==> src/hdl/uv_sphere_mesh_generator_unit_assert.svh <==
// Assertion macros shared by the UV sphere generator RTL.
// Depends on nothing; files that check their logic include it.
`ifndef UV_SPHERE_MESH_GENERATOR_UNIT_ASSERT_SVH
`define UV_SPHERE_MESH_GENERATOR_UNIT_ASSERT_SVH

// Same-cycle implication under a synchronous reset
`define UVS_ASSERT_IMP(label, clk, rst, ante, cons) \
  label: assert property (@(posedge clk) disable iff (rst) (ante) |-> (cons)) \
    else $error("uvs same-cycle check failed");

// Next-cycle implication under a synchronous reset
`define UVS_ASSERT_NXT(label, clk, rst, ante, cons) \
  label: assert property (@(posedge clk) disable iff (rst) (ante) |=> (cons)) \
    else $error("uvs next-cycle check failed");

`endif

==> src/hdl/uvs_pkg.sv <==
// Shared types, constants and pipeline layout of the UV sphere generator.
// Depends on nothing; every module uses it by scoped names.
package uvs_pkg;

  // Field and register widths
  localparam int CNT_W   = 9;
  localparam int IDX_W   = 9;
  localparam int RAD_W   = 16;
  localparam int POS_W   = 17;
  localparam int NRM_W   = 16;
  localparam int TEX_W   = 17;
  localparam int CRN_W   = 17;
  localparam int CFG_W   = 16;
  localparam int CFGI_W  = 2;

  // Defaults of the top-level parameters
  localparam int MAX_SECTORS_DEF = 256;
  localparam int MAX_STACKS_DEF  = 256;

  // Register indexes
  localparam logic [CFGI_W-1:0] CFG_SECTOR_COUNT  = 2'd0;
  localparam logic [CFGI_W-1:0] CFG_STACK_COUNT   = 2'd1;
  localparam logic [CFGI_W-1:0] CFG_SPHERE_RADIUS = 2'd2;

  // Register reset values
  localparam logic [CNT_W-1:0] SECTOR_RST = 9'd36;
  localparam logic [CNT_W-1:0] STACK_RST  = 9'd18;
  localparam logic [RAD_W-1:0] RADIUS_RST = 16'd256;

  // Divider: index << 17 over a count, quotient of 18 bits
  localparam int QUO_W      = 18;
  localparam int DIV_STEPS  = 4;
  localparam int DIV_STAGES = 7;
  localparam int DIV_NUM_W  = DIV_STEPS * DIV_STAGES;

  // Sine evaluator
  localparam int SIN_STAGES = 4;
  localparam int MAG_W      = 15;
  localparam logic [15:0]      PHASE_QUARTER = 16'd16384;
  localparam logic [MAG_W-1:0] ONE_Q14       = 15'd16384;
  localparam logic [10:0]      SIN_C1        = 11'd1160;
  localparam logic [13:0]      SIN_C2        = 14'd10512;
  localparam logic [14:0]      SIN_C3        = 15'd25736;

  // Pipeline layout: input, divider, sine, two scale stages
  localparam int SCL_STAGES = 2;
  localparam int SIN_FIRST  = DIV_STAGES + 1;
  localparam int SCL_FIRST  = SIN_FIRST + SIN_STAGES;
  localparam int NUM_STAGES = SCL_FIRST + SCL_STAGES;

  typedef struct packed {
    logic             neg;
    logic [MAG_W-1:0] mag;
  } sine_t;

  typedef struct packed {
    logic signed [POS_W-1:0] pos_x;
    logic signed [POS_W-1:0] pos_y;
    logic signed [POS_W-1:0] pos_z;
    logic signed [NRM_W-1:0] norm_x;
    logic signed [NRM_W-1:0] norm_y;
    logic signed [NRM_W-1:0] norm_z;
  } vert_t;

  typedef struct packed {
    logic             op;
    logic [1:0]       cnt;
    logic             has_a;
    logic [IDX_W-1:0] i;
    logic [IDX_W-1:0] j;
    logic [CRN_W-1:0] k1;
    logic [TEX_W-1:0] u;
    logic [TEX_W-1:0] v;
  } side_t;

endpackage

==> src/hdl/uvs_div.sv <==
// Pipelined restoring divider: floor((index << 17) / count), 4 steps a stage.
// Depends on uvs_pkg; stage enables come from the top-level pipeline control.
module uvs_div (
  input  logic                               clk,
  input  logic [uvs_pkg::DIV_STAGES-1:0]     en,
  input  logic [uvs_pkg::IDX_W-1:0]          index,
  input  logic [uvs_pkg::CNT_W-1:0]          count,
  output logic [uvs_pkg::QUO_W-1:0]          quo
);

  logic [uvs_pkg::CNT_W-1:0]     rem_r [uvs_pkg::DIV_STAGES];
  logic [uvs_pkg::DIV_NUM_W-1:0] num_r [uvs_pkg::DIV_STAGES];
  logic [uvs_pkg::QUO_W-1:0]     quo_r [uvs_pkg::DIV_STAGES];

  for (genvar s = 0; s < uvs_pkg::DIV_STAGES; s++) begin : g_stage
    logic [uvs_pkg::CNT_W-1:0]     rem_next;
    logic [uvs_pkg::DIV_NUM_W-1:0] num_next;
    logic [uvs_pkg::QUO_W-1:0]     quo_next;

    // Run this stage's share of shift-and-subtract steps
    always_comb begin
      logic [uvs_pkg::CNT_W-1:0]     r;
      logic [uvs_pkg::CNT_W:0]       r2;
      logic [uvs_pkg::DIV_NUM_W-1:0] n;
      logic [uvs_pkg::QUO_W-1:0]     q;
      if (s == 0) begin
        r = '0;
        n = uvs_pkg::DIV_NUM_W'({index, {(uvs_pkg::QUO_W-1){1'b0}}});
        q = '0;
      end else begin
        r = rem_r[(s == 0) ? 0 : s-1];
        n = num_r[(s == 0) ? 0 : s-1];
        q = quo_r[(s == 0) ? 0 : s-1];
      end
      for (int k = 0; k < uvs_pkg::DIV_STEPS; k++) begin
        r2 = {r, n[uvs_pkg::DIV_NUM_W-1]};
        n  = {n[uvs_pkg::DIV_NUM_W-2:0], 1'b0};
        if (r2 >= {1'b0, count}) begin
          r2 = r2 - {1'b0, count};
          q  = {q[uvs_pkg::QUO_W-2:0], 1'b1};
        end else begin
          q  = {q[uvs_pkg::QUO_W-2:0], 1'b0};
        end
        r = r2[uvs_pkg::CNT_W-1:0];
      end
      rem_next = r;
      num_next = n;
      quo_next = q;
    end

    // Advance when the stage may move
    always_ff @(posedge clk) begin
      if (en[s]) begin
        rem_r[s] <= rem_next;
        num_r[s] <= num_next;
        quo_r[s] <= quo_next;
      end
    end
  end

  assign quo = quo_r[uvs_pkg::DIV_STAGES-1];

endmodule

==> config.mk <==
export PLATFORM = sky130hd
export DESIGN_NAME = uvs_div
export DESIGN_NICKNAME = d
export VERILOG_FILES = /design/src/hdl/uv_sphere_mesh_generator_unit_assert.svh /design/src/hdl/uvs_pkg.sv /design/src/hdl/uvs_div.sv
export SDC_FILE = /design/constraint.sdc
export NUM_CORES = 1
export LEC_CHECK = 0
export ABC_AREA = 1
export ABC_CLOCK_PERIOD_IN_PS = 19850
export BUFFER_PORTS_ARGS = -buffer_cell sky130_fd_sc_hd__clkbuf_2
export CORE_MARGIN = 2
export CORE_UTILIZATION = 65
export CTS_CLUSTER_SIZE = 28
export DETAILED_ROUTE_END_ITERATION = 10
export PLACE_DENSITY = 0.83
export SYNTH_ARGS = -nofsm -noshare
export SYNTH_HDL_FRONTEND = slang
export SYNTH_SLANG_ARGS = --single-unit
==> constraint.sdc <==
create_clock -name clk -period 19.85 [get_ports clk]
set_input_delay 0.9925 -clock clk [delete_from_list [all_inputs] [get_ports clk]]
set_output_delay 0.9925 -clock clk [all_outputs]
set_load 0.05 [all_outputs]
; Word level (Yosys, flattened, before mapping)
; Memories as Yosys holds them, arrays and structs flattened.
; Cells that the tools add are included.
[word_totals]
ff_bits = 0
latch_bits = 0
ramBits = 357
romBits = 0
output_inout_bits = 18
elab_cells = 129
n_memories = 3
[op_classes]
addsub = 28
n_mul = 0
div_mod_pow = 0
n_lt_le_gt_ge = 28
eq_ne = 0
shift = 0
n_mux = 70
bitwise_logic = 0
reduce_logical = 0
[mem_list]
columns = name, words, width, read_ports, rd_ports_with_merged_regs, wr, line_no
row1 = num_r, 7, 24, 6, 0, 7, uvs_div.sv:12  ; logic [uvs_pkg::DIV_NUM_W-1:0] num_r [uvs_pkg::DIV_STAGES];
row2 = quo_r, 7, 18, 7, 0, 7, uvs_div.sv:13  ; logic [uvs_pkg::QUO_W-1:0] quo_r [uvs_pkg::DIV_STAGES];
row3 = rem_r, 7, 9, 6, 0, 7, uvs_div.sv:11  ; logic [uvs_pkg::CNT_W-1:0] rem_r [uvs_pkg::DIV_STAGES];
[ops]
columns = operator, n
row1 = greater-or-equal comparator 10 x 9 -> 1 bit, 27
row2 = two-way mux 9 bit, 28
row3 = subtractor 9 bit, 27
row4 = two-way mux 1 bit, 42
row5 = greater-or-equal comparator 1 x 9 -> 1 bit (first input constant), 1
row6 = subtractor 1 x 9 -> 9 bit (first input constant), 1

; Longest topological paths before layout
; An unclocked memory read counts as a cell.
[depth]
ltp_word = 9
ltp_mapped = 50
depth_no_buf = 47

; Worst setup path after synthesis
; Ideal clock, no wire load.
[synth_timing]
path_type = input to register
from = input port count[1] in the netlist's numbering
to = memory rem_r[1][0] in the netlist's numbering, data pin
setup_time_ps = 130
arrival_time_ps = 7711
required_time_ps = 19720
path_slack_ps = 12009
stages = 37
cell_sequence = inv_1 -> ha_1 -> nand3_1 -> nor2_1 -> a21oi_1 -> nand2_2 -> o21ai_0 -> inv_1 -> fa_1 -> nand3b_1 -> nand2_1 -> nand2_1 -> nand2_1 -> a21oi_1 -> nand2_1 -> nor2_2 -> buf_4 -> nand2_1 -> o21ai_0 -> fa_1 -> a21oi_1 -> o21ai_0 -> nand2_1 -> nand3_1 -> a21oi_1 -> nand3_4 -> nand2_1 -> nand2_1 -> fa_1 -> nand3_1 -> nand3_1 -> a21oi_1 -> o21ai_0 -> a21boi_0 -> a21boi_4 -> nand3_1 -> nand2_1
[synth_lines]
columns = element, line_no
row1 = "start, declared", uvs_div.sv:7  ; input logic [uvs_pkg::CNT_W-1:0] count,
row2 = "end, declared", uvs_div.sv:11

==> flow_summary.toml <==
[drt]
drt_pass1_iterations = 5
drt_drc_violations_left = 0
detail_route.vias_per_cell = 5.79
drt_first_iter_violations = 1196
vias = 16100
post_drt_wl_per_cell_um = 15.3
route.final.wire_length_um = 42600
drt.antenna.violating_nets = 0

[finish]
antenna-diode-count = 0
num-fill-cells = 2069
syn_to_final_growth_pct = 6.75
final_layout_size_suffix_gt1_frac = 0.0977
finish.net_count = 2714

[sta]
timing.final.max_slew_violations = 0
rsz0062_at_grt = "false"
max_slew_margin = 0.461
achievable-frequency_ghz = 0.116
min_period_over_period = 0.436
final.min_clock_period_ns = 8.66
fin_setup_tns_ns = 0
worst_slew_pin_slew_ns = 0.808
final-hold-violation-count = 0
timing.clock.skew_ns = 0.0101
finalSetupViolations = 0

[cts]
clkSinkCount = 114
tritoncts = "built"
ctsResizeCount = 0
clock-root-buffer = "clkbuf_16"
clk_pin_slew_worst_paths_ns = 0.07
clock_path_buffers = 2
htree_num_levels = 4
postCtsSetupRepairBufs = 0
cts_hold_buf = 0
tritoncts.num_buffers = 17
clk-insertion-delay-late_ns = 0.43

[die]
die-height_um = 165
core_area_um2 = 25300
die_w_um = 165
design.die.area_um2 = 27100
number_of_placement_rows = 58
io-pin-count = 44
floorplan.initialDensity = 0.664

[grt]
globalRouteTotalUtil = 0.319
maximum_number_of_pins_on_one_net_before_global_route_repair = 39
grt_pass1_wl_um = 70500
first_global_vias = 15300
grt_remaining_overflow = 0
antenna_violations_before_repair = 0

[synthesis]
mappedNetlistArea_um2 = 16800
synth_cell_type_count = 56
postSynth.asyncResetShare = 0
synthesis.area_per_instance_um2 = 7.01
synth_warnings = 0
count_of_flip_flops_with_a_built_in_enable_after_synthesis = 114
synth_nets = 2663
postSynthCellCount = 2392
synth_flop_cell = "edfxtp_1"
synth_seq_cells = 114
synth_sequential_area_ratio = 0.204

[placed_design]
io_buffer_count = 43
routabilityCongestion = 1.01
dp.final_hpwl_um = 31400

[worst_setup_path]
worstPathArrival_ns = 8.83
crit_path_end_kind = "flop"
crit_path_max_fanout = 21
delay_of_the_slowest_cell_on_the_worst_path_ns = 0.67
setup.worst_path.class = "input port to flop"
critical-path-slowest-cell = "a221oi_2"
path_common_cell = "nand2_1"
critPathLaunchType = "input port"
worst_ep_required_time_ns = 20.03

[min_path]
hp-class = "flop to flop"

[run_status]
run_status = "finished, final reports clean"

[flow_run]
maxCapViolCount = 0
cells in the mapped netlist (all sizes together), types with 2 or more instances:
cell	instances	share of area
nand4	33	0.012
a21o	8	0.0036
a21boi	3	0.0027
a31oi	20	0.0075
ha	231	0.17
o211ai	7	0.0034
o31ai	5	0.0022
xnor2	66	0.034
or2	20	0.0076
a221oi	2	0.0014
nor2	144	0.038
clkinv	3	0.00097
nand3	188	0.066
a21oi	145	0.047
fa	14	0.017
o21bai	22	0.0098
nor3	27	0.0084
and2	2	0.00090
buf	24	0.012
a41oi	2	0.0010
xor2	97	0.051
nor4	3	0.0011
nand3b	9	0.0040
inv	286	0.064
nand2	798	0.19
edfxtp	114	0.20
o21ai	110	0.039
a31o	4	0.0021
per-layer routing:
metal	wire, µm	vias to the layer above	global-route usage	part of all wire
li1	-	8076	-	-
met1	18200	7362	0.398	0.43
met4	1480	0	0.126	0.035
met3	2880	119	0.0470	0.067
met2	20100	583	0.556	0.47
met5	0	-	0	0
worst max-delay path, delay by kind of cell:
kind / cells / cell delay, ns
adder cells (fa/ha/maj): 4 / 1.45
AND/OR/NAND/NOR: 25 / 3.15
AO/OA/AOI/OAI: 9 / 1.93
buffers and inverters: 5 / 1.26
registers in the layout, summed over array words and instances, names as in the netlist:
register  count
quo_r        50
rem_r        54
num_r        10
layout by cell type (no fill, tap or decap), types with 5 or more instances in the layout:
| cell type | instances |
|---|---|
| nand2_1 | 762 |
| inv_1 | 276 |
| ha_1 | 231 |
| nand3_1 | 167 |
| a21oi_1 | 136 |
| nor2_1 | 124 |
| edfxtp_1 | 114 |
| xor2_1 | 97 |
| xnor2_1 | 66 |
| o21ai_0 | 55 |
| clkbuf_2 | 43 |
| nand4_1 | 33 |
| nand2_2 | 32 |
| o21ai_1 | 29 |
| nor3_1 | 26 |
| o21ai_2 | 26 |
| o21bai_1 | 22 |
| a31oi_1 | 20 |
| or2_2 | 17 |
| clkbuf_16 | 17 |
| fa_1 | 14 |
| buf_4 | 14 |
| nand3_2 | 13 |
| nor2_4 | 11 |
| inv_2 | 9 |
| nor2_2 | 9 |
| nand3b_1 | 9 |
| a21o_1 | 8 |
| nand3_4 | 8 |
| o211ai_1 | 6 |
| a21oi_2 | 6 |
| o31ai_1 | 5 |
| inv_6 | 5 |
stage by stage:
stage                     utilization  area [µm²]  hold WS [ns]  setup WS (ns)  std cells
after floorplan                     -       16800         0.400          12.01       2392
after global placement          0.685       17300         0.402          11.19       2754
after detailed placement        0.685       17300         0.405          10.92       2754
after CTS                       0.709       17900         0.410          11.35       2786
after global routing            0.709       17900         0.418          10.28       2786
final                           0.709       17900         0.409          11.19       2786
final timing paths:
check                         start                     to  slack [ns]  cells past startpoint
max                        count[5]  rem_r[2][8]$_DFFE_PP_       11.19                     43
min           quo_r[3][0]$_DFFE_PP_  quo_r[4][4]$_DFFE_PP_        0.41                      0
max reg2reg  num_r[1][23]$_DFFE_PP_  rem_r[2][8]$_DFFE_PP_       12.19                     41
min reg2reg   quo_r[3][0]$_DFFE_PP_  quo_r[4][4]$_DFFE_PP_        0.41                      0
cell families after synthesis:
logic type | Yosys count | share of synthesized area
AO/OA/AOI/OAI | 330 | 0.120
flip-flops | 114 | 0.204
adder cells (fa/ha/maj) | 245 | 0.189
buffers and inverters | 314 | 0.0770
AND/OR/NAND/NOR | 1226 | 0.325
XOR/XNOR | 163 | 0.0851
layout make-up:
class,count,area [µm²],area share
repair buffers,57,320,0.0179
flip-flops and latches,114,3420,0.191
well taps,330,413,0.0231
multi-input cells,1964,12100,0.673
clock buffers,17,425,0.0238
clock inverters,15,173,0.00964
inverters,289,1090,0.0610
Power is left out: the tool's default activity adds up to more than one toggle a clock period on the data nets, which glitch-free logic cannot reach.
