--- config.mk ---
export PLATFORM = sky130hd
export DESIGN_NAME = uvs_scale
export DESIGN_NICKNAME = d
export VERILOG_FILES = /design/src/hdl/uv_sphere_mesh_generator_unit_assert.svh /design/src/hdl/uvs_pkg.sv /design/src/hdl/uvs_scale.sv
export SDC_FILE = /design/constraint.sdc
export NUM_CORES = 2
export LEC_CHECK = 0
export BUFFER_PORTS_ARGS = -buffer_cell sky130_fd_sc_hd__buf_2
export CAP_MARGIN = 20
export CORE_MARGIN = 2
export CORE_UTILIZATION = 36
export DETAILED_ROUTE_END_ITERATION = 10
export GPL_ROUTABILITY_DRIVEN = 0
export GPL_TIMING_DRIVEN = 0
export MAX_ROUTING_LAYER = met4
export PLACE_DENSITY_LB_ADDON = 0.1
export SLEW_MARGIN = 15
export SYNTH_ARGS = -nofsm -noshare
export SYNTH_HDL_FRONTEND = slang
export SYNTH_SLANG_ARGS = --single-unit
export TNS_END_PERCENT = 20
--- constraint.sdc ---
create_clock -name clk -period 16.7 [get_ports clk]
set_input_delay 3.34 -clock clk [delete_from_list [all_inputs] [get_ports clk]]
set_output_delay 3.34 -clock clk [all_outputs]
set_load 0.02 [all_outputs]
--- src/hdl/uv_sphere_mesh_generator_unit_assert.svh ---
// Assertion macros shared by the UV sphere generator RTL.
// Depends on nothing; files that check their logic include it.
`ifndef UV_SPHERE_MESH_GENERATOR_UNIT_ASSERT_SVH
`define UV_SPHERE_MESH_GENERATOR_UNIT_ASSERT_SVH

// Same-cycle implication under a synchronous reset
`define UVS_ASSERT_IMP(label, clk, rst, ante, cons) \
  label: assert property (@(posedge clk) disable iff (rst) (ante) |-> (cons)) \
    else $error("uvs same-cycle check failed");

// Next-cycle implication under a synchronous reset
`define UVS_ASSERT_NXT(label, clk, rst, ante, cons) \
  label: assert property (@(posedge clk) disable iff (rst) (ante) |=> (cons)) \
    else $error("uvs next-cycle check failed");

`endif

--- src/hdl/uvs_pkg.sv ---
// Shared types, constants and pipeline layout of the UV sphere generator.
// Depends on nothing; every module uses it by scoped names.
package uvs_pkg;

  // Field and register widths
  localparam int CNT_W   = 9;
  localparam int IDX_W   = 9;
  localparam int RAD_W   = 16;
  localparam int POS_W   = 17;
  localparam int NRM_W   = 16;
  localparam int TEX_W   = 17;
  localparam int CRN_W   = 17;
  localparam int CFG_W   = 16;
  localparam int CFGI_W  = 2;

  // Defaults of the top-level parameters
  localparam int MAX_SECTORS_DEF = 256;
  localparam int MAX_STACKS_DEF  = 256;

  // Register indexes
  localparam logic [CFGI_W-1:0] CFG_SECTOR_COUNT  = 2'd0;
  localparam logic [CFGI_W-1:0] CFG_STACK_COUNT   = 2'd1;
  localparam logic [CFGI_W-1:0] CFG_SPHERE_RADIUS = 2'd2;

  // Register reset values
  localparam logic [CNT_W-1:0] SECTOR_RST = 9'd36;
  localparam logic [CNT_W-1:0] STACK_RST  = 9'd18;
  localparam logic [RAD_W-1:0] RADIUS_RST = 16'd256;

  // Divider: index << 17 over a count, quotient of 18 bits
  localparam int QUO_W      = 18;
  localparam int DIV_STEPS  = 4;
  localparam int DIV_STAGES = 7;
  localparam int DIV_NUM_W  = DIV_STEPS * DIV_STAGES;

  // Sine evaluator
  localparam int SIN_STAGES = 4;
  localparam int MAG_W      = 15;
  localparam logic [15:0]      PHASE_QUARTER = 16'd16384;
  localparam logic [MAG_W-1:0] ONE_Q14       = 15'd16384;
  localparam logic [10:0]      SIN_C1        = 11'd1160;
  localparam logic [13:0]      SIN_C2        = 14'd10512;
  localparam logic [14:0]      SIN_C3        = 15'd25736;

  // Pipeline layout: input, divider, sine, two scale stages
  localparam int SCL_STAGES = 2;
  localparam int SIN_FIRST  = DIV_STAGES + 1;
  localparam int SCL_FIRST  = SIN_FIRST + SIN_STAGES;
  localparam int NUM_STAGES = SCL_FIRST + SCL_STAGES;

  typedef struct packed {
    logic             neg;
    logic [MAG_W-1:0] mag;
  } sine_t;

  typedef struct packed {
    logic signed [POS_W-1:0] pos_x;
    logic signed [POS_W-1:0] pos_y;
    logic signed [POS_W-1:0] pos_z;
    logic signed [NRM_W-1:0] norm_x;
    logic signed [NRM_W-1:0] norm_y;
    logic signed [NRM_W-1:0] norm_z;
  } vert_t;

  typedef struct packed {
    logic             op;
    logic [1:0]       cnt;
    logic             has_a;
    logic [IDX_W-1:0] i;
    logic [IDX_W-1:0] j;
    logic [CRN_W-1:0] k1;
    logic [TEX_W-1:0] u;
    logic [TEX_W-1:0] v;
  } side_t;

endpackage

--- src/hdl/uvs_scale.sv ---
// Two-stage scaling of sines and cosines into position and normal.
// Depends on uvs_pkg; stage enables come from the top-level pipeline control.
module uvs_scale (
  input  logic                             clk,
  input  logic [uvs_pkg::SCL_STAGES-1:0]   en,
  input  logic [uvs_pkg::RAD_W-1:0]        radius,
  input  uvs_pkg::sine_t                   si,
  input  uvs_pkg::sine_t                   ci,
  input  uvs_pkg::sine_t                   sj,
  input  uvs_pkg::sine_t                   cj,
  output uvs_pkg::vert_t                   vert
);

  logic [30:0] xz_p, y_p;
  logic [29:0] nx_p, nz_p;
  logic [15:0] xz_mag, y_mag;
  logic [14:0] nx_mag, nz_mag;
  logic        xz_neg, y_neg, nx_neg, nz_neg;
  uvs_pkg::sine_t ci_r, sj_r, cj_r;
  logic [30:0] x_p, z_p;

  // Radius and stack terms
  assign xz_p = 31'(radius) * 31'(si.mag);
  assign y_p  = 31'(radius) * 31'(ci.mag);
  assign nx_p = 30'(si.mag) * 30'(cj.mag);
  assign nz_p = 30'(si.mag) * 30'(sj.mag);

  always_ff @(posedge clk) begin
    if (en[0]) begin
      xz_mag <= xz_p[29:14];
      xz_neg <= si.neg;
      y_mag  <= y_p[29:14];
      y_neg  <= ci.neg;
      nx_mag <= nx_p[28:14];
      nx_neg <= si.neg ^ cj.neg;
      nz_mag <= nz_p[28:14];
      nz_neg <= si.neg ^ sj.neg;
      ci_r   <= ci;
      sj_r   <= sj;
      cj_r   <= cj;
    end
  end

  // Sector terms, then apply signs
  assign x_p = 31'(xz_mag) * 31'(cj_r.mag);
  assign z_p = 31'(xz_mag) * 31'(sj_r.mag);

  always_ff @(posedge clk) begin
    if (en[1]) begin
      vert.pos_x  <= (xz_neg ^ cj_r.neg) ? 17'sd0 - $signed({1'b0, x_p[29:14]})
                                         : $signed({1'b0, x_p[29:14]});
      vert.pos_z  <= (xz_neg ^ sj_r.neg) ? 17'sd0 - $signed({1'b0, z_p[29:14]})
                                         : $signed({1'b0, z_p[29:14]});
      vert.pos_y  <= y_neg ? 17'sd0 - $signed({1'b0, y_mag}) : $signed({1'b0, y_mag});
      vert.norm_x <= nx_neg ? 16'sd0 - $signed({1'b0, nx_mag}) : $signed({1'b0, nx_mag});
      vert.norm_z <= nz_neg ? 16'sd0 - $signed({1'b0, nz_mag}) : $signed({1'b0, nz_mag});
      vert.norm_y <= ci_r.neg ? 16'sd0 - $signed({1'b0, ci_r.mag})
                              : $signed({1'b0, ci_r.mag});
    end
  end

endmodule
### Word level (Yosys, flattened, before mapping)

Index checks and enable logic that the tools add are counted.
Widths: inputs -> output; s select.

* word-level logic and storage cells: 47
* output and inout port bits: 99
* register bits after elaboration: 212

* muxes and demuxes: 6
* bitwise logic cells: 4
* multipliers: 6
* $add $sub $neg: 6

Operator list (count)
* $mul 16x15->30: 4
* $mul 15x15->29: 2
* $sub 1x16->17 const A: 3
* $mux 16: 3
* $sub 1x15->16 const A: 3
* $mux 15: 3
* $xor 1x1->1: 4

### Logic depth before layout (Yosys ltp)

* depth after elaboration: 3
* gate-level depth with buffers: 27

### Least setup slack after synthesis

No wires, ideal clock.

* kind: input to register
* start point: in ci[3] (netlist bit)
* end point: reg y_mag[10], data pin
* arrival time: 9141 ps
* buffers on the path: 1
* slack: 7296 ps
* stages on the path: 22
* library setup time: 263 ps
* path through: clkbuf_1 > nand2_1 > fa_1 > inv_1 > fa_1 > inv_1 > fa_1 > inv_1 > fa_1 > fa_1 > fa_1 > ha_1 > a21o_1 > a221oi_1 > o21ai_1 > o21a_1 > a311o_1 > a221o_1 > a31oi_2 > nor2_1 > o41ai_2 > xnor2_1

* longest elaborated chain between the ends: 1

Ends and longest elaborated chain
* start, declared: RTL line uvs_scale.sv:8 `input uvs_pkg::sine_t ci,`
* $mul 16x15->30: RTL line uvs_scale.sv:24 `assign y_p = 31'(radius) * 31'(ci.mag);`
* net y_p[24]: RTL line uvs_scale.sv:14 `logic [30:0] xz_p, y_p;`
* end signal, assigned: RTL line uvs_scale.sv:32 `y_mag <= y_p[29:14];`
* end, declared: RTL line uvs_scale.sv:16 `logic [15:0] xz_mag, y_mag;`

The timed path passes the listed nets, and every way through them passes these cells.
A chain may end at the register's enable or synchronous reset.

### Worst setup path in the final report

* start point: in si[5] (netlist bit)
* end point: reg xz_mag[15], data pin

* longest elaborated chain between the ends: 1

Ends and longest elaborated chain
* start, declared: RTL line uvs_scale.sv:7 `input uvs_pkg::sine_t si,`
* $mul 16x15->30: RTL line uvs_scale.sv:23 `assign xz_p = 31'(radius) * 31'(si.mag);`
* net xz_p[29]: RTL line uvs_scale.sv:14
* end signal, assigned: RTL line uvs_scale.sv:30 `xz_mag <= xz_p[29:14];`
* end, declared: RTL line uvs_scale.sv:16

The timed path passes the listed nets, and every way through them passes these cells.

==> results.md <==
- In this run the most used layer during global routing was met2.
- The synthesized netlist net count is 7,081.
- The fraction of the cycle the final worst path needs is 63.9%.
- The CTS tree is built.
- After detailed routing, the average wire length per cell comes to 21.6 µm.
- The initial antenna violation count is 33.
- The synthesized design spends more area on one cell type than any other, namely sky130_fd_sc_hd__fa_1.
- The proportion of netlist area held by the largest area contributor is 40.4%.
- Hold is met by 546 ps.
- The via count of the first global-routing pass came to 40.0k.
- The setup-violating endpoint count in the final report is 0.
- The global-route track usage on met2 is 38.4%.
- For the worst setup path, the data arrival time is 10,970 ps.
- Setup repair after global routing left no endpoint under its margin.
- For this block, the via count after detailed routing is 36.9k.
- For this block, the initial DRC count from the detailed router was 2,192.
- The met1 routing resource usage after global routing is 31.0%.
- In the final timing run, aggregate negative setup slack is 0 ps.
- The final layout contains routed wiring with a total length of 163 mm.
- Headroom to the max-slew limit came out at 20.5%.
- The die boundary height is 383 µm.
- The layout has 14.6k filler cells.
- The synthesized design contains 212 enable-type register cells.
- The share of synthesized flip-flops with an asynchronous set or reset is 0%.
- The number of pins with negative max-slew slack in the final report came to 0.
- The number of clock buffers added by TritonCTS is 29.
- The class of the most critical setup path is in -> reg.
- The area overhead of the layout relative to synthesis is 8.28%.
- The commonest cells after synthesis are 1,116 x sky130_fd_sc_hd__inv_1, 1,042 x sky130_fd_sc_hd__fa_1, 808 x sky130_fd_sc_hd__nand2_1.
- The critical path capture point type is a flip-flop.
- The core footprint is 143,000 µm².
- The post-route netlist has 4.10% of its cells at a drive strength greater than 1.
- The total overflow left after global routing is 0.
- The final critical path time including I/O delays and setup is 10,680 ps.
- The per-cell via count in the routed design is 4.88.
- The library cell with the highest instance count after synthesis is sky130_fd_sc_hd__inv_1.
- The final antenna-violating net count is 0.
- CTS built an H-tree with a depth of 1.
- The number of buffers inserted for hold repair after clock tree synthesis is 0.
- The wire length of the first global-routing pass is 249 mm.
- By area the synthesized netlist is led by sky130_fd_sc_hd__fa_1 40%, sky130_fd_sc_hd__ha_1 13%, sky130_fd_sc_hd__edfxtp_1 12%, sky130_fd_sc_hd__and2_1 8.2%, sky130_fd_sc_hd__inv_1 8.1%.
- In the final design database the tool counted 7,269 nets.
- The aggregate global-route resource usage is 23.5%.
- Data on the critical path is required at its endpoint by 17,000 ps.
- For this run, the leading register cell type out of synthesis is sky130_fd_sc_hd__edfxtp_1.
- The deepest clock path buffer count is 3.
- The number of buffers added for setup after CTS is 0.
- Synthesis instantiated 77 different standard cells from the library.
- The startpoint class of the critical path is a primary input.
- The per-instance average area after synthesis is 9.53 µm².
- The run finished with clean final reports.
- The area of the mapped netlist is 51,700 µm².
- In this run, post-CTS repair resized a total of 0 instances.
- Summed over all nets, the half-perimeter wirelength after detailed placement is 134 mm.
- The number of warnings reported in the yosys synthesis log is 0.
- At the pin with the least slew margin, the transition time is 1190 ps.
- For this run, global-route usage on met3 was measured as 4.26%.
- The post-synthesis instance total is 5,424.
- Along the worst path, the maximum fanout reaches 10.
- Static timing analysis puts the maximum clock frequency at 93.6 MHz.
- CTS placed an instance of sky130_fd_sc_hd__clkbuf_16 at the clock tree root.
- The number of clock sinks seen by CTS is 212.
- Synthesis inferred 212 register bits.
- Once the floorplan was initialized, standard cells occupied 36.1% of the core.
- The final number of hold-violating endpoints is 0.
- Setup slack on the worst reg-to-reg path comes out at 8080 ps.
- The count of input and output buffers is 153.
- The I/O pin count is 182.
- The worst hold path belongs to the class reg -> reg.
- The floorplan has 139 rows.
- Before antenna repair, the detailed router went through 5 iterations.
- After detailed routing, the number of remaining DRC violations is 0.
- The die width is 383 µm.
- Sequential elements use 12.3% of the synthesized area.
- The die outline area is 147,000 µm².
- The maximum clock skew at final layout is 18.8 ps.
- The count of maximum capacitance violations is 0.
- The clock transition at the registers of the reported paths is 60 ps.
- The largest net degree at the start of global routing is 76.
- At the later pin of the worst-skew pair, clock insertion delay measures 640 ps.
flip-flops by register name, summed over array words and instances, names as in the netlist:
signal	count
cj_r	16
nx_neg	1
nx_mag	15
vert	99
y_mag	16
nz_neg	1
sj_r	16
xz_neg	1
nz_mag	15
xz_mag	16
ci_r	16
critical path, cell delays in order:
cell,delay [ps]
sky130_fd_sc_hd__clkbuf_1,700
sky130_fd_sc_hd__clkbuf_1,930
sky130_fd_sc_hd__nand2_1,160
sky130_fd_sc_hd__fa_1,520
sky130_fd_sc_hd__inv_1,50
sky130_fd_sc_hd__fa_1,480
sky130_fd_sc_hd__fa_1,520
sky130_fd_sc_hd__inv_1,60
sky130_fd_sc_hd__fa_1,480
sky130_fd_sc_hd__fa_1,490
sky130_fd_sc_hd__inv_1,50
sky130_fd_sc_hd__fa_1,430
sky130_fd_sc_hd__ha_1,290
sky130_fd_sc_hd__and3_1,200
sky130_fd_sc_hd__a22o_1,240
sky130_fd_sc_hd__o21ai_0,250
sky130_fd_sc_hd__o211ai_1,270
sky130_fd_sc_hd__nand3_1,250
sky130_fd_sc_hd__nand3_1,130
sky130_fd_sc_hd__o2111ai_1,170
sky130_fd_sc_hd__o21ai_0,160
sky130_fd_sc_hd__xnor2_1,790
area by class of cell:
type | count | area, µm² | area share, %
multi-input combinational | 3836 | 40100 | 71.7
sequential | 212 | 6370 | 11.4
inverter | 1116 | 4190 | 7.48
tap | 1903 | 2380 | 4.25
buffer | 260 | 1000 | 1.79
timing repair buffer | 157 | 856 | 1.53
clock buffer | 33 | 741 | 1.32
clock inverter | 20 | 263 | 0.469
antenna | 15 | 37.5 | 0.0671
stage by stage:
| step | worst slack [ps] | std cells | utilization [%] | instance area (µm²) |
|---|---|---|---|---|
| detailed placement | 5600 | 7483 | 38.4 | 54900 |
| CTS | 6270 | 7536 | 39.1 | 55900 |
| global route | 5830 | 7545 | 39.1 | 55900 |
| floorplan | 7300 | 5424 | - | 51700 |
| finish | 6020 | 7552 | 39.1 | 56000 |
| global placement | 5630 | 7480 | 38.3 | 54800 |
cell families after synthesis:
logic type                 count (synthesis)  synth area share, %
DFF                                      212                 12.3
muxes                                      2               0.0387
adders and majority gates               1574                 53.2
xor gates and xnor gates                 198                 3.35
and+or+nand+nor                         1725                 16.5
buffers and inverters                   1376                 10.0
AOI/OAI and AO/OA                        337                 4.47
worst paths after layout:
path / from / to / cells past startpoint
worst min-delay path: nz_mag[0] / vert[0] / 0
worst min register to register: nz_mag[0] / vert[0] / 0
worst max register to register: xz_mag[1] / vert[98] / 25
worst max-delay path: si[5] / xz_mag[15] / 22
cell usage in the layout, fill, tap and decap left out, drive strengths merged, types with 9 or more instances in the layout:
cell    synthesis  routed
xnor2         152     152
fa           1042    1042
a211oi          9       9
a21oi          90      90
diode           0      15
inv          1116    1121
clkbuf        252     285
o21ai          64      64
o31ai          26      26
o21bai         15      15
o211ai         10      10
and2          674     674
xor2           46      46
or3            18      18
nor2           85      85
nor3           28      28
buf             8     165
a21o           37      37
nor2b          11      11
nand4          20      20
and3            9       9
nand2         808     808
a31oi          13      13
nand3          31      31
o21a           23      23
edfxtp        212     212
nand2b         13      13
ha            532     532
per-layer routing:
metal  vias to the layer above  wire (µm)  part of all wire [%]
li1                      16800          -                     -
met1                     19105      72200                    44
met2                       840      77900                    48
met3                       137      10200                   6.3
met4                         0       2940                   1.8
met5                         -          0                     0
Power is left out: the tool's default activity adds up to more than one toggle a clock period on the data nets, which glitch-free logic cannot reach.
